$ cat src/bole_pkg.sv
// Shared types and constants for the bounded ordered list engine.
// Used by the channel interfaces, the top level, the checker and the testbench.
// No dependencies.
package bole_pkg;

  // Storage geometry.
  localparam int MAX_ENTRIES = 16;
  localparam int DATA_W      = 32;
  localparam int ADDR_W      = (MAX_ENTRIES > 1) ? $clog2(MAX_ENTRIES) : 1;
  localparam int CNT_W       = $clog2(MAX_ENTRIES + 1);

  // Fixed field widths of the channels and the register.
  localparam int FUNC_W   = 3;
  localparam int STATUS_W = 2;
  localparam int POS_W    = 4;
  localparam int ENTRY_W  = 5;
  localparam int CAP_W    = 5;

  // Width that holds both the capacity register and the entry count.
  localparam int CAPX_W = (CNT_W > CAP_W) ? CNT_W : CAP_W;

  // Capacity register value after reset.
  localparam logic [CAP_W-1:0] CAP_RESET = 5'd16;

  // Operation codes on the func field.
  localparam logic [FUNC_W-1:0] FN_INSERT_HEAD = 3'd0;
  localparam logic [FUNC_W-1:0] FN_APPEND_TAIL = 3'd1;
  localparam logic [FUNC_W-1:0] FN_REMOVE      = 3'd2;
  localparam logic [FUNC_W-1:0] FN_FIND        = 3'd3;
  localparam logic [FUNC_W-1:0] FN_CLEAR       = 3'd4;

  // Result status codes.
  typedef enum logic [STATUS_W-1:0] {
    ST_OK       = 2'd0,
    ST_FULL     = 2'd1,
    ST_EMPTY    = 2'd2,
    ST_NOTFOUND = 2'd3
  } status_t;

  // Sequencer states.
  typedef enum logic [2:0] {
    S_IDLE,
    S_SCAN,
    S_SHUP,
    S_HEAD,
    S_SHDN,
    S_DONE
  } state_t;

endpackage

$ cat src/bole_if.sv
// Valid/ready channel interfaces for the list engine command and result beats.
// Depends on bole_pkg for the field widths.
interface bole_in_if import bole_pkg::*; ();
  logic                     valid;
  logic                     ready;
  logic [FUNC_W-1:0]        func;
  logic signed [DATA_W-1:0] value;

  modport source (output valid, output func, output value, input ready);
  modport sink   (input valid, input func, input value, output ready);
endinterface

interface bole_out_if import bole_pkg::*; ();
  logic                 valid;
  logic                 ready;
  logic [STATUS_W-1:0]  status;
  logic [POS_W-1:0]     position;
  logic [ENTRY_W-1:0]   entry_count;
  logic                 list_empty;
  logic                 list_full;

  modport source (output valid, output status, output position, output entry_count,
                  output list_empty, output list_full, input ready);
  modport sink   (input valid, input status, input position, input entry_count,
                  input list_empty, input list_full, output ready);
endinterface

$ cat src/bole_ram.sv
// Generic simple dual-port RAM: one write port, one read port, registered read.
// No dependencies.
module bole_ram #(
  parameter int WIDTH = 32,
  parameter int DEPTH = 16
) (
  input  logic                                       clk,
  input  logic                                       we,
  input  logic [((DEPTH > 1) ? $clog2(DEPTH) : 1)-1:0] waddr,
  input  logic [WIDTH-1:0]                           wdata,
  input  logic [((DEPTH > 1) ? $clog2(DEPTH) : 1)-1:0] raddr,
  output logic [WIDTH-1:0]                           rdata
);

  logic [WIDTH-1:0] mem [DEPTH];

  // Write port and registered read port.
  always_ff @(posedge clk) begin
    if (we) begin
      mem[waddr] <= wdata;
    end
    rdata <= mem[raddr];
  end

endmodule

$ cat src/bounded_ordered_list_engine_unit.sv
// Top level of the bounded ordered list engine: sequencer, counters and result register.
// Depends on bole_pkg, the bole_in_if / bole_out_if interfaces and bole_ram.
//
//   channel   | dir | handshake      | payload
//   ----------+-----+----------------+----------------------------------------------
//   in_bus    | in  | valid / ready  | func[2:0], value[31:0] signed
//   out_bus   | out | valid / ready  | status[1:0], position[3:0], entry_count[4:0],
//             |     |                | list_empty, list_full
//   cfg       | in  | cfg_we         | cfg_wdata[4:0] = capacity_limit
//
// Append, clear, refused and unused operations go straight to the finish state after
// accept, and insert at head on an empty list passes through the head state first.
// Otherwise insert at head, find and remove walk the list through the single read and
// single write port of the entry RAM, one entry per cycle.
// Reset is synchronous and active low; no clearing pass is needed, as only entries
// below the count are read. A stalled result beat holds in the output register while
// the next command beat is accepted; the engine waits in its finish state if needed.
module bounded_ordered_list_engine_unit import bole_pkg::*; (
  input  logic               clk,
  input  logic               rst_n,
  bole_in_if.sink            in_bus,
  bole_out_if.source         out_bus,
  input  logic               cfg_we,
  input  logic [CAP_W-1:0]   cfg_wdata
);

  // Control state.
  state_t              state_r, state_nxt;
  logic [CNT_W-1:0]    occ_r, occ_nxt;
  logic [CAP_W-1:0]    cap_r, cap_nxt;
  logic                issue_r, issue_nxt;
  logic                pend_r, pend_nxt;
  logic                out_valid_r, out_valid_nxt;

  // Command and walk payload.
  logic [FUNC_W-1:0]   func_r, func_nxt;
  logic [DATA_W-1:0]   val_r, val_nxt;
  logic [ADDR_W-1:0]   ptr_r, ptr_nxt;
  logic [ADDR_W-1:0]   tag_r, tag_nxt;
  status_t             st_r, st_nxt;
  logic [ADDR_W-1:0]   pos_r, pos_nxt;

  // Result register.
  status_t             out_status_r, out_status_nxt;
  logic [POS_W-1:0]    out_pos_r, out_pos_nxt;
  logic [ENTRY_W-1:0]  out_cnt_r, out_cnt_nxt;
  logic                out_empty_r, out_empty_nxt;
  logic                out_full_r, out_full_nxt;

  // Entry RAM port.
  logic                ram_we;
  logic [ADDR_W-1:0]   ram_waddr;
  logic [DATA_W-1:0]   ram_wdata;
  logic [DATA_W-1:0]   ram_rdata;

  // Derived values.
  logic                in_acc;
  logic                out_free;
  logic [CAPX_W-1:0]   cap_x;
  logic [CAPX_W-1:0]   eff_cap;
  logic                is_full;
  logic [CNT_W-1:0]    occ_inc;
  logic [CNT_W-1:0]    occ_dec;
  logic [ADDR_W-1:0]   last_idx;
  logic [ADDR_W-1:0]   ptr_inc;
  logic [ADDR_W-1:0]   ptr_dec;
  logic                hit;
  logic                tag_last;

  bole_ram #(
    .WIDTH (DATA_W),
    .DEPTH (MAX_ENTRIES)
  ) u_store (
    .clk   (clk),
    .we    (ram_we),
    .waddr (ram_waddr),
    .wdata (ram_wdata),
    .raddr (ptr_r),
    .rdata (ram_rdata)
  );

  // Handshakes.
  assign in_acc        = in_bus.valid && in_bus.ready;
  assign in_bus.ready  = (state_r == S_IDLE);
  assign out_free      = !out_valid_r || out_bus.ready;

  // Effective capacity clamps zero up to one and large values down to the store size.
  assign cap_x   = CAPX_W'(cap_r);
  assign eff_cap = (cap_x == '0) ? CAPX_W'(1) :
                   (cap_x > CAPX_W'(MAX_ENTRIES)) ? CAPX_W'(MAX_ENTRIES) : cap_x;
  assign is_full = CAPX_W'(occ_r) >= eff_cap;

  // Shared step unit for the count and the walk pointer.
  assign occ_inc  = occ_r + CNT_W'(1);
  assign occ_dec  = occ_r - CNT_W'(1);
  assign last_idx = occ_dec[ADDR_W-1:0];
  assign ptr_inc  = ptr_r + ADDR_W'(1);
  assign ptr_dec  = ptr_r - ADDR_W'(1);

  // Shared comparator on the entry just read.
  assign hit      = pend_r && (ram_rdata == val_r);
  assign tag_last = (tag_r == last_idx);

  // Sequencer next state.
  always_comb begin
    state_nxt = state_r;
    unique case (state_r)
      S_IDLE: begin
        if (in_acc) begin
          unique case (in_bus.func) inside
            FN_INSERT_HEAD: begin
              if (is_full) begin
                state_nxt = S_DONE;
              end else if (occ_r == '0) begin
                state_nxt = S_HEAD;
              end else begin
                state_nxt = S_SHUP;
              end
            end
            FN_REMOVE, FN_FIND: begin
              state_nxt = (occ_r == '0) ? S_DONE : S_SCAN;
            end
            default: begin
              state_nxt = S_DONE;
            end
          endcase
        end
      end
      S_SCAN: begin
        if (hit) begin
          state_nxt = ((func_r == FN_REMOVE) && !tag_last) ? S_SHDN : S_DONE;
        end else if (pend_r && tag_last) begin
          state_nxt = S_DONE;
        end
      end
      S_SHUP: begin
        if (!issue_r && pend_r) begin
          state_nxt = S_HEAD;
        end
      end
      S_HEAD: begin
        state_nxt = S_DONE;
      end
      S_SHDN: begin
        if (!issue_r && pend_r) begin
          state_nxt = S_DONE;
        end
      end
      S_DONE: begin
        if (out_free) begin
          state_nxt = S_IDLE;
        end
      end
      default: begin
        state_nxt = S_IDLE;
      end
    endcase
  end

  // Datapath, RAM controls and result register loads.
  always_comb begin
    occ_nxt        = occ_r;
    cap_nxt        = cfg_we ? cfg_wdata : cap_r;
    issue_nxt      = issue_r;
    pend_nxt       = pend_r;
    func_nxt       = func_r;
    val_nxt        = val_r;
    ptr_nxt        = ptr_r;
    tag_nxt        = tag_r;
    st_nxt         = st_r;
    pos_nxt        = pos_r;
    ram_we         = 1'b0;
    ram_waddr      = tag_r;
    ram_wdata      = ram_rdata;
    out_valid_nxt  = out_valid_r && !out_bus.ready;
    out_status_nxt = out_status_r;
    out_pos_nxt    = out_pos_r;
    out_cnt_nxt    = out_cnt_r;
    out_empty_nxt  = out_empty_r;
    out_full_nxt   = out_full_r;

    unique case (state_r)
      S_IDLE: begin
        if (in_acc) begin
          func_nxt  = in_bus.func;
          val_nxt   = in_bus.value;
          st_nxt    = ST_OK;
          pos_nxt   = '0;
          issue_nxt = 1'b1;
          pend_nxt  = 1'b0;
          unique case (in_bus.func) inside
            FN_INSERT_HEAD: begin
              if (is_full) begin
                st_nxt = ST_FULL;
              end else begin
                ptr_nxt = last_idx;
              end
            end
            FN_APPEND_TAIL: begin
              if (is_full) begin
                st_nxt = ST_FULL;
              end else begin
                ram_we    = 1'b1;
                ram_waddr = occ_r[ADDR_W-1:0];
                ram_wdata = in_bus.value;
                occ_nxt   = occ_inc;
              end
            end
            FN_REMOVE, FN_FIND: begin
              if (occ_r == '0) begin
                st_nxt = ST_EMPTY;
              end else begin
                ptr_nxt = '0;
              end
            end
            FN_CLEAR: begin
              occ_nxt = '0;
            end
            default: begin
            end
          endcase
        end
      end

      // Walk from the head, comparing each entry in the cycle after its read.
      S_SCAN: begin
        if (hit) begin
          pos_nxt = tag_r;
          if (func_r == FN_REMOVE) begin
            if (tag_last) begin
              occ_nxt = occ_dec;
            end else begin
              // The pointer already sits on the entry after the match.
              issue_nxt = 1'b1;
              pend_nxt  = 1'b0;
            end
          end
        end else if (pend_r && tag_last) begin
          st_nxt = ST_NOTFOUND;
        end else if (issue_r) begin
          pend_nxt = 1'b1;
          tag_nxt  = ptr_r;
          if (ptr_r == last_idx) begin
            issue_nxt = 1'b0;
          end else begin
            ptr_nxt = ptr_inc;
          end
        end else begin
          pend_nxt = 1'b0;
        end
      end

      // Move entries one place toward the tail, starting from the tail.
      S_SHUP: begin
        if (pend_r) begin
          ram_we = 1'b1;
        end
        if (issue_r) begin
          pend_nxt = 1'b1;
          tag_nxt  = ptr_inc;
          if (ptr_r == '0) begin
            issue_nxt = 1'b0;
          end else begin
            ptr_nxt = ptr_dec;
          end
        end else begin
          pend_nxt = 1'b0;
        end
      end

      // Place the new head entry.
      S_HEAD: begin
        ram_we    = 1'b1;
        ram_waddr = '0;
        ram_wdata = val_r;
        occ_nxt   = occ_inc;
      end

      // Close the gap left by the removed entry.
      S_SHDN: begin
        if (pend_r) begin
          ram_we = 1'b1;
          if (!issue_r) begin
            occ_nxt = occ_dec;
          end
        end
        if (issue_r) begin
          pend_nxt = 1'b1;
          tag_nxt  = ptr_dec;
          if (ptr_r == last_idx) begin
            issue_nxt = 1'b0;
          end else begin
            ptr_nxt = ptr_inc;
          end
        end else begin
          pend_nxt = 1'b0;
        end
      end

      // Hand the result to the output register once it is free.
      S_DONE: begin
        if (out_free) begin
          out_valid_nxt  = 1'b1;
          out_status_nxt = st_r;
          out_pos_nxt    = POS_W'(pos_r);
          out_cnt_nxt    = ENTRY_W'(occ_r);
          out_empty_nxt  = (occ_r == '0);
          out_full_nxt   = is_full;
        end
      end

      default: begin
      end
    endcase
  end

  // Control registers.
  always_ff @(posedge clk) begin
    if (!rst_n) begin
      state_r     <= S_IDLE;
      occ_r       <= '0;
      cap_r       <= CAP_RESET;
      issue_r     <= 1'b0;
      pend_r      <= 1'b0;
      out_valid_r <= 1'b0;
    end else begin
      state_r     <= state_nxt;
      occ_r       <= occ_nxt;
      cap_r       <= cap_nxt;
      issue_r     <= issue_nxt;
      pend_r      <= pend_nxt;
      out_valid_r <= out_valid_nxt;
    end
  end

  // Payload registers.
  always_ff @(posedge clk) begin
    func_r       <= func_nxt;
    val_r        <= val_nxt;
    ptr_r        <= ptr_nxt;
    tag_r        <= tag_nxt;
    st_r         <= st_nxt;
    pos_r        <= pos_nxt;
    out_status_r <= out_status_nxt;
    out_pos_r    <= out_pos_nxt;
    out_cnt_r    <= out_cnt_nxt;
    out_empty_r  <= out_empty_nxt;
    out_full_r   <= out_full_nxt;
  end

  // Result channel.
  assign out_bus.valid       = out_valid_r;
  assign out_bus.status      = out_status_r;
  assign out_bus.position    = out_pos_r;
  assign out_bus.entry_count = out_cnt_r;
  assign out_bus.list_empty  = out_empty_r;
  assign out_bus.list_full   = out_full_r;

  // The count never exceeds the store size.
  a_occ_bound: assert property (@(posedge clk) disable iff (!rst_n)
    occ_r <= CNT_W'(MAX_ENTRIES))
    else $error("entry count exceeds store size");

  // After a command beat is taken, no other is taken in the next cycle.
  a_one_at_a_time: assert property (@(posedge clk) disable iff (!rst_n)
    in_bus.valid && in_bus.ready |=> !in_bus.ready)
    else $error("command beat accepted while busy");

  // Writes never land beyond the slot just past the tail.
  a_write_range: assert property (@(posedge clk) disable iff (!rst_n)
    ram_we |-> (CNT_W'(ram_waddr) <= occ_r))
    else $error("store write beyond tail");

  // The count moves by at most one per cycle, except when cleared.
  a_occ_step: assert property (@(posedge clk) disable iff (!rst_n)
    $past(rst_n) |-> (occ_r == $past(occ_r)) || (occ_r == $past(occ_r) + 1'b1) ||
                     (occ_r == $past(occ_r) - 1'b1) || (occ_r == '0))
    else $error("entry count jumped");

endmodule

$ cat src/flat_wrapper.sv
// flat-port wrapper written by rule: the top's interface ports become plain ports
module bounded_ordered_list_engine_unit_flat import bole_pkg::*;
  (clk, rst_n, cfg_we, cfg_wdata, in_bus_valid, in_bus_func, in_bus_value, in_bus_ready, out_bus_valid, out_bus_status, out_bus_position, out_bus_entry_count, out_bus_list_empty, out_bus_list_full, out_bus_ready);
  bole_in_if in_bus_i ();
  bole_out_if out_bus_i ();
  input  logic clk;
  input  logic rst_n;
  input  logic cfg_we;
  input  logic [CAP_W-1:0] cfg_wdata;
  input wire logic [$bits(in_bus_i.valid)-1:0] in_bus_valid;
  input wire logic [$bits(in_bus_i.func)-1:0] in_bus_func;
  input wire logic [$bits(in_bus_i.value)-1:0] in_bus_value;
  output wire logic [$bits(in_bus_i.ready)-1:0] in_bus_ready;
  output wire logic [$bits(out_bus_i.valid)-1:0] out_bus_valid;
  output wire logic [$bits(out_bus_i.status)-1:0] out_bus_status;
  output wire logic [$bits(out_bus_i.position)-1:0] out_bus_position;
  output wire logic [$bits(out_bus_i.entry_count)-1:0] out_bus_entry_count;
  output wire logic [$bits(out_bus_i.list_empty)-1:0] out_bus_list_empty;
  output wire logic [$bits(out_bus_i.list_full)-1:0] out_bus_list_full;
  input wire logic [$bits(out_bus_i.ready)-1:0] out_bus_ready;
  assign in_bus_i.valid = in_bus_valid;
  assign in_bus_i.func = in_bus_func;
  assign in_bus_i.value = in_bus_value;
  assign in_bus_ready = in_bus_i.ready;
  assign out_bus_valid = out_bus_i.valid;
  assign out_bus_status = out_bus_i.status;
  assign out_bus_position = out_bus_i.position;
  assign out_bus_entry_count = out_bus_i.entry_count;
  assign out_bus_list_empty = out_bus_i.list_empty;
  assign out_bus_list_full = out_bus_i.list_full;
  assign out_bus_i.ready = out_bus_ready;
  bounded_ordered_list_engine_unit u_core (.clk(clk), .rst_n(rst_n), .in_bus(in_bus_i), .out_bus(out_bus_i), .cfg_we(cfg_we), .cfg_wdata(cfg_wdata));
endmodule
$ cat config.mk
export PLATFORM = sky130hd
export DESIGN_NAME = bounded_ordered_list_engine_unit_flat
export DESIGN_NICKNAME = d
export VERILOG_FILES = /design/src/bole_pkg.sv /design/src/bole_if.sv /design/src/bole_ram.sv /design/src/bounded_ordered_list_engine_unit.sv /design/src/flat_wrapper.sv
export SDC_FILE = /design/constraint.sdc
export NUM_CORES = 1
export LEC_CHECK = 0
export BUFFER_PORTS_ARGS = -buffer_cell sky130_fd_sc_hd__buf_2
export CAP_MARGIN = 5
export CORE_ASPECT_RATIO = 1.2
export CORE_MARGIN = 4
export CORE_UTILIZATION = 37
export DETAILED_ROUTE_END_ITERATION = 12
export GPL_TIMING_DRIVEN = 0
export SLEW_MARGIN = 20
export SYNTH_ARGS = -nofsm -noshare
export SYNTH_HDL_FRONTEND = slang
export SYNTH_SLANG_ARGS = --single-unit
$ cat constraint.sdc
create_clock -name clk -period 4.9 [get_ports clk]
set_clock_uncertainty 0.05 [all_clocks]
set_input_delay 1.47 -clock clk [delete_from_list [all_inputs] [get_ports clk]]
set_output_delay 1.47 -clock clk [all_outputs]
set_load 0.02 [all_outputs]
* Word level (Yosys, flattened, before mapping) *
Memories as Yosys holds them, arrays and structs flattened. A register that Yosys moved wholly into a read port is not among the register bits.
Cells that the tools add are included.

word-level totals
  bits in registers = 78
  bits in writable memories = 512
  input port bits = 45
  output and inout bits = 15
  logic and storage cells = 180
  memories = 1

memory list
  memory              words  width  read ports  clocked after memory_dff  wr ports  RTL line        text
  u_core.u_store.mem  16     32     1           1                         1         bole_ram.sv:15  logic [WIDTH-1:0] mem [DEPTH];

cells by class
  add/sub/neg operators = 4
  $lt $le $gt $ge = 2
  equality and inequality tests = 38
  mux-type cells = 84
  reduce and logical (&&, ||, !) cells = 34

operators by type and width
  cell                  number
  $mux W32              3
  $mux W4               19
  $pmux W32 S2          1
  $mux W5               9
  $eq A32 B32 Y1        1
  $mux W1               26
  $mux W3               8
  $pmux W4 S2           3
  $ne A2 B1 Y1 const B  11
  $ne A3 B3 Y1 const B  7
  $pmux W5 S4           1
  $pmux W3 S6           1
  $reduce_and A9 Y1     2
  $pmux W4 S4           1
  $eq A3 B2 Y1 const B  5
  $reduce_and A5 Y1     3
  $pmux W4 S3           1
  $logic_not A5 Y1      2
  $ne A2 B2 Y1 const B  5
  $pmux W5 S2           1
  $eq A3 B3 Y1 const B  3
  $eq A4 B4 Y1          2
  $mux W2               4
  $pmux W2 S2           2
  other kinds (25)      41

* Logic depth before layout (Yosys ltp) *
Gate-level depths: netlist of the first run.

  word-level depth = 10
  mapped depth = 12
  mapped depth without buffers = 11

* By module *
From an unflattened synthesis of the first run, not the netlist that was laid out.

second synthesis, totals
  cell total of the unflattened synthesis = 1346
  area, all modules = 24720.0 um^2

modules (own cells, without submodules)
  module                            times used  cells each  area each (um^2)  sequential area each (um^2)
  bole_ram                          1           838         19854.0           16015.4
  bounded_ordered_list_engine_unit  1           508         4865.9            2182.1

* Least setup slack after synthesis of the first run *
No wires, ideal clock.

  path type = flip-flop to flip-flop
  from = register u_core.occ_r[0]
  to = memory u_core.u_store.mem[15][0] (enable)
  setup time = 0.421 ns
  arrival = 3.764 ns
  required time = 4.429 ns
  setup slack = 0.665 ns
  stages on the path, launching flop included = 12
  buffers on the path = 2
  clock period less this slack = 4.235 ns
  cells stage by stage = dfxtp_1 -> buf_2 -> inv_1 -> ha_1 -> nand2b_1 -> a2111o_1 -> a21oi_2 -> inv_2 -> nor3_2 -> buf_4 -> a32oi_1 -> nor2_1

on the way
  cells in the longest elaborated chain, start to end = 7
  elaborated cells between the ends (all ways) = 11
  classes of those cells = 1 x order compare; 10 x mux

RTL lines
  what                           RTL line                                 text
  start, declared                bounded_ordered_list_engine_unit.sv:29   logic [CNT_W-1:0] occ_r, occ_nxt;
  start signal, assigned         bounded_ordered_list_engine_unit.sv:328  occ_r <= occ_nxt;
  $ge A5 B5 Y1 *                 bounded_ordered_list_engine_unit.sv:91   assign is_full = CAPX_W'(occ_r) >= eff_cap;
  net u_core.is_full             bounded_ordered_list_engine_unit.sv:61   logic is_full;
  $mux W1                        bounded_ordered_list_engine_unit.sv:200  if (is_full) begin
  $mux W1                        bounded_ordered_list_engine_unit.sv:191  unique case (in_bus.func) inside
  $mux W1                        bounded_ordered_list_engine_unit.sv:184  if (in_acc) begin
  $pmux W1 S3                    bounded_ordered_list_engine_unit.sv:182  unique case (state_r)
  $mux W1                        bole_ram.sv:19                           if (we) begin
  $mux W1 (not written as such)  bole_ram.sv:20                           mem[waddr] <= wdata;
  end, declared                  bole_ram.sv:15

The timed path passes the listed nets; every way through them passes the cells marked *.

* Final worst setup path of the first run *
  from = register u_core.occ_r[0]
  to = memory u_core.u_store.mem[6][4] (enable)

Same word-level chain as after synthesis.

==> out/metrics.yaml, run 1 <==
timing:
  period_needed_ns: 4.631
  post-route-period-util: 0.9451
  fmax_mhz: 215.9
  finalHoldViolCount: 0
  grt_setup_unrepaired: "false"
  fin_hold_ws_ns: 0.3678
  setup_viol_count_final: 0
  worstMarginPinSlew_ns: 1.081
  drv_slew: 0
  fin_tns_setup_ns: 0
  slew_headroom: 0.2793
die:
  core_area_um2: 66110
  die_h_um: 291.6
  placementRows: 103
  top_level_ports: 60
  die_w_um: 244.4
  die_area_um2: 71270
  start_util: 0.3752
worst_setup_path:
  critPathLaunchType: "register"
  cp.arrival_ns: 4.89
  r2r_end: "u_core.u_store.mem[6][4]"
  worstSetupEndpointType: "register"
  reg2reg_from: "u_core.occ_r[0]"
  worstSetupPathType: "register to register"
  crit_chain: "buf_2, inv_1, ha_1, nand2b_1, a2111o_1, a21oi_2, inv_2, nor3_4, buf_4, a22oi_1, nor2_4, buf_12"
  path_max_fanout: 17
  max_stage_delay_ns: 0.72
  r2r_setup_slack_ns: 0.27
  cp.required_ns: 5.16
  r2r_cells: 12
  crit_slowest_cell: "nor2_4"
clock_tree:
  clk_pin_slew_ns: 0.06
  cts_hold_buf: 0
  htree_levels: 2
  cts_tree: "built"
  cts_root_buf: "clkbuf_16"
  cts_sinks: 622
  clock_latency_ns: 0.63
  clockBufferDepth: 3
  numCtsBuffers: 60
flow_run:
  maxCapViolations: 0
cells_and_area:
  layout.cells.most_common: "edfxtp_1"
  area_delta_synth_final_pct: 17.85
  final.fill_count: 5673
  drive_gt1_frac: 0.2734
  final_cell_mix: "edfxtp_1 (574), mux4_2 (160), nand2_1 (95)"
  diodes: 0
  final_nets: 1489
  finalInstanceArea_um2: 29230
yosys:
  synth_fa_ha_area_frac: 0.005044
  syn_inst: 1279
  synth-seq-area-share: 0.7336
  synth_mux_area_frac: 0.1505
  postSynthAreaPerCell_um2: 19.40
  yosysWarnings: 0
  synth_async_sr_flop_share: 0
  syn_nets: 1334
  synth-compound-area-share: 0.03359
  synthFlopType: "edfxtp_1"
  synth-edff-count: 574
  yosysUniqueCellTypes: 65
  synth.cell_area_um2: 24810
  synth_seq_cells: 622
  synth-simple-area-share: 0.04635
  synth_top_family_by_area: "multiplexers"
  synthXorXnorAreaFrac: 0.01861
placement:
  portBuffers: 58
  dp_hpwl_um: 41430
  routabilityCongestion: 0.8708
  dpl-instance-area_um2: 27060
power:
  p_int_w: 0.01192
  power.density_nw_per_um2: 590.8
  combPwrFrac: 0.300
  peakVddDrop_mv: 0.3154
  seqPwrFrac: 0.420
  clkPwrFrac: 0.280
  p_leak_nw: 9.494
  p_sw_frac: 0.3098
  switching_power_w: 0.005350
route:
  dr_total_vias: 13240
  detail_route.vias_per_cell: 5.570
  post-route-drc-count: 0
  avgRoutedWirePerCell_um: 26.39
  drt-initial-drc-count: 1622
  routed_wl_um: 62730
  first_pass_iters: 5
  final_antenna_net_count: 0
hold_path:
  min_to: "u_core.out_bus.position[3]"
  worstHoldPathCells: 0
  min_from: "u_core.pos_r[3]"
  hold_class: "register to register"
grt:
  grt_pass1_vias: 13610
  grt_pass1_wl_um: 92450
  antenna_found_initial: 1
  grt_max_degree: 22
  grt_usage: 0.1761
  gr-total-overflow: 0
run_status:
  outcome: "complete, no violations"
[per-stage QoR]
stage,cells,total power [W],setup slack (ns),utilization
global route,2377,0.01804,0.05634,0.4422
finish,2377,0.01727,0.2692,0.4422
global placement,2229,0.01235,-2.523,0.3965
CTS,2372,0.01738,0.006007,0.4413
detailed placement,2259,0.01255,-0.02831,0.4093
floorplan,1279,0.01077,0.6647,-
[cell usage after synthesis, types with 10 or more instances]
master | count | area, um^2
and2_1 | 12 | 75.07
nor2b_1 | 10 | 62.56
mux4_2 | 160 | 3603
nor2_1 | 44 | 165.2
clkbuf_1 | 36 | 135.1
xnor2_1 | 19 | 166.4
edfxtp_1 | 574 | 17240
a21oi_1 | 15 | 75.07
buf_1 | 12 | 45.04
o21ai_0 | 18 | 90.09
a22oi_1 | 36 | 270.3
buf_2 | 16 | 80.08
nand2_1 | 95 | 356.6
nand3_1 | 10 | 50.05
dfxtp_1 | 48 | 960.9
xor2_1 | 26 | 227.7
ha_1 | 10 | 125.1
mux2i_1 | 13 | 130.1
[final cells by class]
class	instances	area [um^2]	share of cell area
plain buffers	65	277.8	0.009502
clock buffers	88	1738	0.05945
clock inverters	25	364.1	0.01246
inverters	10	37.54	0.001284
multi-input cells	582	6442	0.2204
flip-flops and latches	622	18200	0.6225
well taps	892	1116	0.03818
repair buffers	93	1060	0.03625
[per-layer routing]
metal	global-route usage	up-vias	wire, um
li1	-	5552	-
met1	0.2423	6961	25550
met2	0.2914	627	30830
met3	0.03123	100	4624
met4	0.04900	0	1720
met5	0	-	0
[cell families after synthesis]
logic type / Yosys count
xor+xnor: 48
mux: 173
buf+inv: 75
compound gates: 118
simple gates: 233
flops: 622
fa+ha+maj: 10
[worst max-delay path by stage]
stage / end / startpoint / cells after the start / slack, ns
CTS: u_core.u_store.mem[7][14] / u_core.occ_r[0] / 12 / 0.006
floorplan: u_core.u_store.mem[15][0] / u_core.occ_r[0] / 11 / 0.66
detailed placement: u_core.u_store.mem[0][11] / u_core.occ_r[0] / 13 / -0.03
finish: u_core.u_store.mem[6][4] / u_core.occ_r[0] / 12 / 0.27
global route: u_core.u_store.mem[6][4] / u_core.occ_r[0] / 12 / 0.06
global placement: u_core.u_store.mem[11][10] / u_core.occ_r[0] / 11 / -2.52
[repair_timing]
item / in CTS / in global routing
resized for setup: 3 / 1
pin swaps: 0 / 4
setup buffers: 0 / 5
setup endpoints to repair: 38 / 183
gates cloned: 0 / 0
[critical path: cells and delay by family, from the launching register on]
kind	cells	cell delay, ns
flops	1	0.43
compound gates	3	1.10
buf+inv	5	1.14
fa+ha+maj	1	0.31
simple gates	3	1.27
[power by group through the flow]
stage	clock, W	combinational (W)	sequential, W
2_1_floorplan	0	0.00349	0.00728
3_3_place_gp	0	0.00500	0.00735
3_5_place_dp	0	0.00520	0.00735
4_1_cts	0.00492	0.00522	0.00724
5_1_grt	0.00518	0.00557	0.00729
6_report	0.00484	0.00518	0.00725
[sequential cells by signal, indices dropped and copies added, names as in the netlist]
| name | flops |
|---|---|
| u_core.u_store.mem | 512 |
| u_core.u_store.rdata | 32 |
| u_core.val_r | 32 |
| u_core.cap_r | 5 |
| u_core.occ_r | 5 |
| u_core.out_bus.entry_count | 5 |
| u_core.out_bus.position | 4 |
| u_core.pos_r | 4 |
| u_core.ptr_r | 4 |
| u_core.tag_r | 4 |
| u_core.func_r | 3 |
| u_core.state_r | 3 |
| u_core.out_bus.status | 2 |
| u_core.st_r | 2 |
| u_core.issue_r | 1 |
| u_core.out_bus.list_empty | 1 |
| u_core.out_bus.list_full | 1 |
| u_core.out_bus.valid | 1 |
| u_core.pend_r | 1 |
No activity file was read; power rests on OpenSTA's default activity.
==> inputs of run 2 (changes only) <==
--- a/config.mk
+++ b/config.mk
@@ -15,4 +15,5 @@
 export SLEW_MARGIN = 20
 export SYNTH_ARGS = -nofsm -noshare
 export SYNTH_HDL_FRONTEND = slang
+export SYNTH_HIERARCHICAL = 1
 export SYNTH_SLANG_ARGS = --single-unit
==> run 2 against run 1 <==
  * Register-to-register slack lost 0.06 ns
  * Die area shrank 0.34%
  * Highest routed layer is now met5
  * Sequential cell count is the same
  * Area after synthesis shrank 0.35%
  * Total power shrank 1.4%
  * Global-route usage shrank 0.54 points
  * Routed wire length shrank 2.2%
  * Worst hold slack lost 0.00064 ns
  * Sequential share of layout area grew 0.088 points
  * Core utilization is essentially flat
  * Largest power group unchanged
==> out/metrics.yaml, run 2 <==
hold_path:
  hold_class: "register to register"
route:
  final_antenna_net_count: 0  # unchanged
  detail_route.vias_per_cell: 5.434  # -2.4%
  dr_total_vias: 13330  # +0.67%
  routed_wl_um: 61360  # -2.2%
  drt-initial-drc-count: 1590  # -2.0%
  post-route-drc-count: 0  # unchanged
  first_pass_iters: 5  # unchanged
  avgRoutedWirePerCell_um: 25.01  # -5.2%
yosys:
  synthXorXnorAreaFrac: 0.01782  # -0.0007955
  syn_inst: 1346  # +5.2%
  synth_area_leader_cell: "edfxtp_1"
  synth_seq_cells: 622  # unchanged
  synth-compound-area-share: 0.04950  # +0.01591
  syn_nets: 1401  # +5.0%
  synth_area_leaders: "edfxtp_1 (70%), mux4_2 (12%), dfxtp_1 (3.9%)"
  synth-seq-area-share: 0.7361  # +0.002562
  synth_fa_ha_area_frac: 0.005061  # +0.00001762
  yosysMostFrequentCell: "edfxtp_1"
  postSynthAreaPerCell_um2: 18.37  # -5.3%
  synth_mux_area_frac: 0.1191  # -0.03141
  synth_async_sr_flop_share: 0  # unchanged
  synth_common_cells: "edfxtp_1 (574), nand2_1 (148), mux4_2 (128), a22oi_1 (99), dfxtp_1 (48)"
  synth_top_family_by_area: "multiplexers"
  synth_top_area_share: 0.6973  # +0.002427
  yosysWarnings: 6  # +6
  synth-simple-area-share: 0.05441  # +0.008058
  synth-edff-count: 574  # unchanged
  yosysUniqueCellTypes: 71  # +9.2%
  synth.cell_area_um2: 24720  # -0.35%
  synthFlopType: "edfxtp_1"
power:
  power.density_nw_per_um2: 583.3  # -1.3%
  peakVddDrop_mv: 0.3078  # -2.4%
  finalPower_w: 0.01703  # -1.4%
  p_leak_nw: 9.628  # +1.4%
timing:
  grt_setup_unrepaired: "false"
  slew_headroom: 0.3050  # +0.02570
  period_needed_ns: 4.692  # +0.06109 ns
  finalHoldViolCount: 0  # unchanged
  post-route-period-util: 0.9575  # +0.01247
  setup_viol_count_final: 0  # unchanged
  fmax_mhz: 213.1  # -1.3%
  worstMarginPinSlew_ns: 1.034  # -0.04716 ns
  drv_slew: 0  # unchanged
  fin_tns_setup_ns: 0  # unchanged
clock_tree:
  clockBufferDepth: 3  # unchanged
  cts_hold_buf: 0  # unchanged
  htree_levels: 2  # unchanged
  clock_latency_ns: 0.63  # about the same
  clk_pin_slew_ns: 0.06  # about the same
  cts_tree: "built"
  cts_sinks: 622  # unchanged
  numCtsBuffers: 61  # +1.7%
  cts_root_buf: "clkbuf_16"
grt:
  grt_pass1_wl_um: 90010  # -2.6%
  gr-total-overflow: 0  # unchanged
  grt_usage: 0.1707  # -0.005443
  grt_max_degree: 37  # +68%
  antenna_found_initial: 2  # +1
  grt_pass1_vias: 13610  # -0.022%
cells_and_area:
  layout.cells.most_common: "edfxtp_1"
  final_nets: 1566  # +5.2%
  finalInstanceArea_um2: 29190  # -0.14%
  registers.top_by_ff_count: "u_core/u_store/mem"
  final_cell_mix: "edfxtp_1 (574), nand2_1 (148), mux4_2 (128)"
  largest_register_ffs: 512  # unchanged
  fin_util: 0.4424  # about the same
  area_delta_synth_final_pct: 18.09
  diodes: 0  # unchanged
  drive_gt1_frac: 0.2518  # -0.02164
  largest_registers: "u_core/u_store/mem: 512 flops, u_core/u_store/rdata: 32 flops, u_core/val_r: 32 flops"
placement:
  routabilityCongestion: 0.8744  # +0.41%
  portBuffers: 58  # unchanged
  dpl-instance-area_um2: 26940  # -0.46%
  dp_hpwl_um: 40540  # -2.2%
worst_setup_path:
  critPathLaunchType: "register"
  worstSetupEndpointType: "register"
  worstSetupPathType: "register to register"
  cp.required_ns: 5.19  # +0.03 ns
  path_max_fanout: 36  # +19
  cp.arrival_ns: 4.98  # +0.09 ns
die:
  core_area_um2: 65980  # -0.19%
  die_h_um: 291.1  # -0.17%
  die_area_um2: 71030  # -0.34%
  start_util: 0.3746  # -0.0005756
  die_w_um: 244.0  # -0.17%
  top_level_ports: 60  # unchanged
  placementRows: 103  # unchanged
run_status:
  outcome: "complete, no violations"
flow_run:
  maxCapViolations: 0  # unchanged
==> run 2: cell types whose count changed in the layout (fill, tap and decap cells not counted), sizes merged, moves of 5 or more <==
cell / delta
xor2: +5
clkinv: +12
clkbuf: -12
nand2: +53
mux2i: -8
nor4: +8
mux4: -32
a32oi: -5
xnor2: -8
a22oi: +63
buf: +17
==> run 2: area by class of cell <==
| type | count | area [um^2] |
|---|---|---|
| clock inverters | 39 | 429.2 |
| fillers | 5732 | 36790 |
| multi-input cells | 638 | 6237 |
| flip-flops and latches | 622 | 18200 |
| plain buffers | 75 | 402.9 |
| repair buffers | 102 | 1150 |
| clock buffers | 74 | 1615 |
| well taps | 892 | 1116 |
| inverters | 11 | 43.79 |
==> run 2: metal layers <==
layer | track usage | vias to the layer above | share of wire
met4 | 0.04284 | 2 | 0.021
met3 | 0.03243 | 94 | 0.076
met1 | 0.2325 | 6925 | 0.41
met2 | 0.2852 | 538 | 0.49
met5 | 0 | - | 0.00021
li1 | - | 5770 | -
==> run 2: kinds of logic (layout without fill, tap and decap cells) <==
group | count (synthesis) | after routing
xor+xnor | 45 | 45
simple gates | 282 | 282
buf+inv | 86 | 301
fa+ha+maj | 10 | 10
compound gates | 167 | 167
flops | 622 | 622
mux | 134 | 134
==> run 2: final timing paths <==
| check | endpoint | from | cells after the start | slack, ns |
|---|---|---|---|---|
| hold / removal | u_core/out_bus.position[0] | u_core/pos_r[0] | 0 | 0.37 |
| hold reg to reg | u_core/out_bus.position[0] | u_core/pos_r[0] | 0 | 0.37 |
| setup / recovery | u_core/u_store/mem[4][20] | u_core/state_r[1] | 13 | 0.21 |
| setup reg to reg | u_core/u_store/mem[4][20] | u_core/state_r[1] | 13 | 0.21 |
==> run 2: metrics by stage <==
stage	instances	worst slack (ns)	hold WS [ns]
detailed placement	2327	-1.211	0.3545
finish	2453	0.2082	0.3671
CTS	2453	0.05691	0.3683
global route	2453	0.03812	0.3718
global placement	2296	-2.867	0.3544
floorplan	1346	-0.2457	0.3503
==> run 2: repair_timing <==
| action | 4_1_cts | 5_1_grt |
|---|---|---|
| buffers inserted | 13 | 0 |
| gates resized for setup | 2 | 2 |
| pin swaps | 7 | 0 |
| endpoints found under the setup margin | 399 | 348 |
==> run 2: worst max-delay path: stages, from the launching register on <==
cell,delay (ns)
dfxtp_1,0.30
clkbuf_1,0.19
or3_4,0.45
inv_2,0.08
nand2_1,0.12
inv_4,0.51
nand2_1,0.19
nor4_4,0.45
buf_2,0.36
o21ai_0,0.20
nand3b_1,0.47
nor3_4,0.59
buf_8,0.25
buf_8,0.18
==> run 2: power by group <==
group          switching [W]  internal (W)  leakage (nW)
sequential          0.000240       0.00695          5.61
combinational        0.00320       0.00189          3.02
clock                0.00199       0.00277          1.00
==> inputs of run 3 (changes only) <==
--- a/config.mk
+++ b/config.mk
@@ -7,11 +7,15 @@
 export LEC_CHECK = 0
 export BUFFER_PORTS_ARGS = -buffer_cell sky130_fd_sc_hd__buf_2
 export CAP_MARGIN = 5
-export CORE_ASPECT_RATIO = 1.2
+export CELL_PAD_IN_SITES_DETAIL_PLACEMENT = 0
+export CELL_PAD_IN_SITES_GLOBAL_PLACEMENT = 1
+export CORE_ASPECT_RATIO = 1.25
 export CORE_MARGIN = 4
 export CORE_UTILIZATION = 37
 export DETAILED_ROUTE_END_ITERATION = 12
 export GPL_TIMING_DRIVEN = 0
+export HOLD_SLACK_MARGIN = 0.1
+export PLACE_DENSITY_LB_ADDON = 0.1
 export SLEW_MARGIN = 20
 export SYNTH_ARGS = -nofsm -noshare
 export SYNTH_HDL_FRONTEND = slang
==> run 3 against run 2 <==
  * Clock-buffer cell count is 11 higher
  * Sequential share of layout area is 0.52 points lower
  * Clock power is 2% higher
  * Combinational power is 3% higher
  * Sequential cell count stayed put
  * Register-to-register slack better by 0.19 ns
  * Core utilization is 0.40 points higher
==> out/metrics.yaml, run 3 (synthesis results as in run 2) <==
run_status:
  outcome: "complete, no violations"
clock_tree:
  clk_pin_slew_ns: 0.06  # about the same
  numCtsBuffers: 67  # +9.8%
  cts_tree: "built"
  clockBufferDepth: 3  # unchanged
  clock_latency_ns: 0.60  # -0.03 ns
  htree_levels: 3  # +1
  cts_hold_buf: 0  # unchanged
  cts_root_buf: "clkbuf_16"
  cts_sinks: 622  # unchanged
cells_and_area:
  final.fill_count: 5810  # +1.4%
  drive_gt1_frac: 0.2587  # +0.006913
  largest_registers: "u_core/u_store/mem: 512 flops, u_core/u_store/rdata: 32 flops, u_core/val_r: 32 flops"
  final_nets: 1590  # +1.5%
  final_cell_mix: "edfxtp_1 (574), nand2_1 (148), mux4_2 (128)"
  stdcell_count: 2442  # -0.45%
  finalInstanceArea_um2: 29440  # +0.84%
  layout.cells.most_common: "edfxtp_1"
  registers.top_by_ff_count: "u_core/u_store/mem"
  area_delta_synth_final_pct: 19.09
  largest_register_ffs: 512  # unchanged
die:
  core_area_um2: 65950  # about the same
  start_util: 0.3748  # about the same
  top_level_ports: 60  # unchanged
  die_area_um2: 71040  # about the same
  die_h_um: 297.0  # +2.0%
  die_w_um: 239.2  # -2.0%
  placementRows: 105  # +1.9%
timing:
  worstMarginPinSlew_ns: 1.016  # -0.01785 ns
  grt_setup_unrepaired: "false"
  drv_slew: 0  # unchanged
  slew_headroom: 0.3170  # +0.01200
  setup_viol_count_final: 0  # unchanged
  fmax_mhz: 222.2  # +4.2%
  period_needed_ns: 4.501  # -0.1912 ns
  post-route-period-util: 0.9185  # -0.03902
  finalHoldViolCount: 0  # unchanged
worst_setup_path:
  crit_chain: "clkbuf_8, inv_1, ha_1, nand2b_1, a211oi_1, o21ai_1, nor4_4, buf_2, o21ai_0, or3b_2, nor3_4, buf_12, buf_8, buf_16"
  cp.required_ns: 5.15  # -0.04 ns
  max_stage_delay_ns: 0.64  # +0.05 ns
  cp.arrival_ns: 4.75  # -0.23 ns
  worstSetupEndpointType: "register"
  crit_slowest_cell: "or3b_2"
  path_max_fanout: 10  # -72%
  worstSetupPathType: "register to register"
  crit_family: "simple AND/OR/NAND/NOR gates"
  cp.buffers_inverters: 6  # unchanged
  critPathLaunchType: "register"
grt:
  gr-total-overflow: 0  # unchanged
  antenna_found_initial: 2  # unchanged
  grt_pass1_vias: 13810  # +1.5%
  grt_max_degree: 37  # unchanged
  grt_pass1_wl_um: 100400  # +12%
  grt_usage: 0.1971  # +0.02644
power:
  power.density_nw_per_um2: 587.6  # +0.74%
  peakVddDrop_mv: 0.2502  # -19%
  p_leak_nw: 9.780  # +1.6%
placement:
  dp_cells: 2300  # -1.2%
  dp_hpwl_um: 47050  # +16%
  dpl-instance-area_um2: 27160  # +0.85%
  routabilityCongestion: 0.8157  # -6.7%
  portBuffers: 58  # unchanged
route:
  first_pass_iters: 5  # unchanged
  drt-initial-drc-count: 1170  # -26%
  detail_route.vias_per_cell: 5.520  # +1.6%
  dr_total_vias: 13480  # +1.1%
  routed.top_layer: "met4"
  wl_met2_um: 36950  # +22%
  m1WireLength_um: 28040  # +12%
  final_antenna_net_count: 0  # unchanged
  avgRoutedWirePerCell_um: 28.61  # +14%
  post-route-drc-count: 0  # unchanged
  met3_length_um: 3454  # -26%
  routed_wl_um: 69870  # +14%
hold_path:
  hold_class: "register to register"
flow_run:
  maxCapViolations: 0  # unchanged
-- run 3: changes by cell type in the layout (fill, tap and decap cells not counted), moves of 2 or more --
cell       previous run  this run
buf_12               12         5
buf_16               15        26
buf_4                18        32
bufinv_16             8         5
clkbuf_1             44        52
clkbuf_16            61        67
clkbuf_8              8         5
clkinv_2             13        11
inv_6                 2         5
-- run 3: where the power goes --
group / switching (W) / internal, W / total, W
combinational: 0.00336 / 0.00189 / 0.00525
clock: 0.00205 / 0.00280 / 0.00485
sequential: 0.000248 / 0.00695 / 0.00720
total: 0.00565 / 0.0116 / 0.0173
-- run 3: worst paths after layout --
kind | cells past startpoint | to | start | slack [ns]
worst max-delay path | 14 | u_core/u_store/mem[0][14] | u_core/occ_r[0] | 0.40
worst min-delay path | 0 | u_core/out_bus.status[0] | u_core/st_r[0] | 0.37
worst min register to register | 0 | u_core/out_bus.status[0] | u_core/st_r[0] | 0.37
worst max register to register | 14 | u_core/u_store/mem[0][14] | u_core/occ_r[0] | 0.40
-- run 3: timing repair --
item                                    4_1_cts  5_1_grt
pin swaps                                     2       10
gates resized for setup                       5        0
endpoints found under the setup margin      504      106
setup buffers                                 3       19
-- run 3: per-layer routing --
| layer | GRT usage | vias to the layer above |
|---|---|---|
| li1 | - | 5828 |
| met1 | 0.2538 | 7180 |
| met2 | 0.3525 | 387 |
| met3 | 0.02726 | 84 |
| met4 | 0.04867 | 0 |
| met5 | 0 | - |
-- run 3: cell type report --
type                    instances  area, um^2  area share
diodes                          1       2.502  0.00008501
plain buffers                  75       402.9     0.01369
clock buffers                  85        1754     0.05959
clock inverters                34       305.3     0.01037
inverters                      11       46.29    0.001573
multi-input cells             638        6237      0.2119
flip-flops and latches        622       18200      0.6182
well taps                     856        1071     0.03638
repair buffers                120        1421     0.04828
-- run 3: stage by stage --
stage	util	power, W	worst slack (ns)	hold WS [ns]	TNS, ns
2_1_floorplan	-	0.01069	-0.2457	0.3503	-28.08
3_3_place_gp	0.3961	0.01251	-3.515	0.3529	-1415.52
3_5_place_dp	0.4119	0.01264	-1.425	0.3557	-524.74
4_1_cts	0.4438	0.01756	0.03254	0.3723	0
5_1_grt	0.4463	0.01817	0.02634	0.3734	0
6_report	0.4464	0.01730	0.3993	0.3699	0
-- run 3: worst register-to-register path: cells and delay by family, from the launching register on --
kind	cells	cell delay (ns)
buffers and inverters	6	1.21
and+or+nand+nor	4	1.50
DFF	1	0.36
AOI/OAI and AO/OA	3	0.78
adders and majority gates	1	0.30
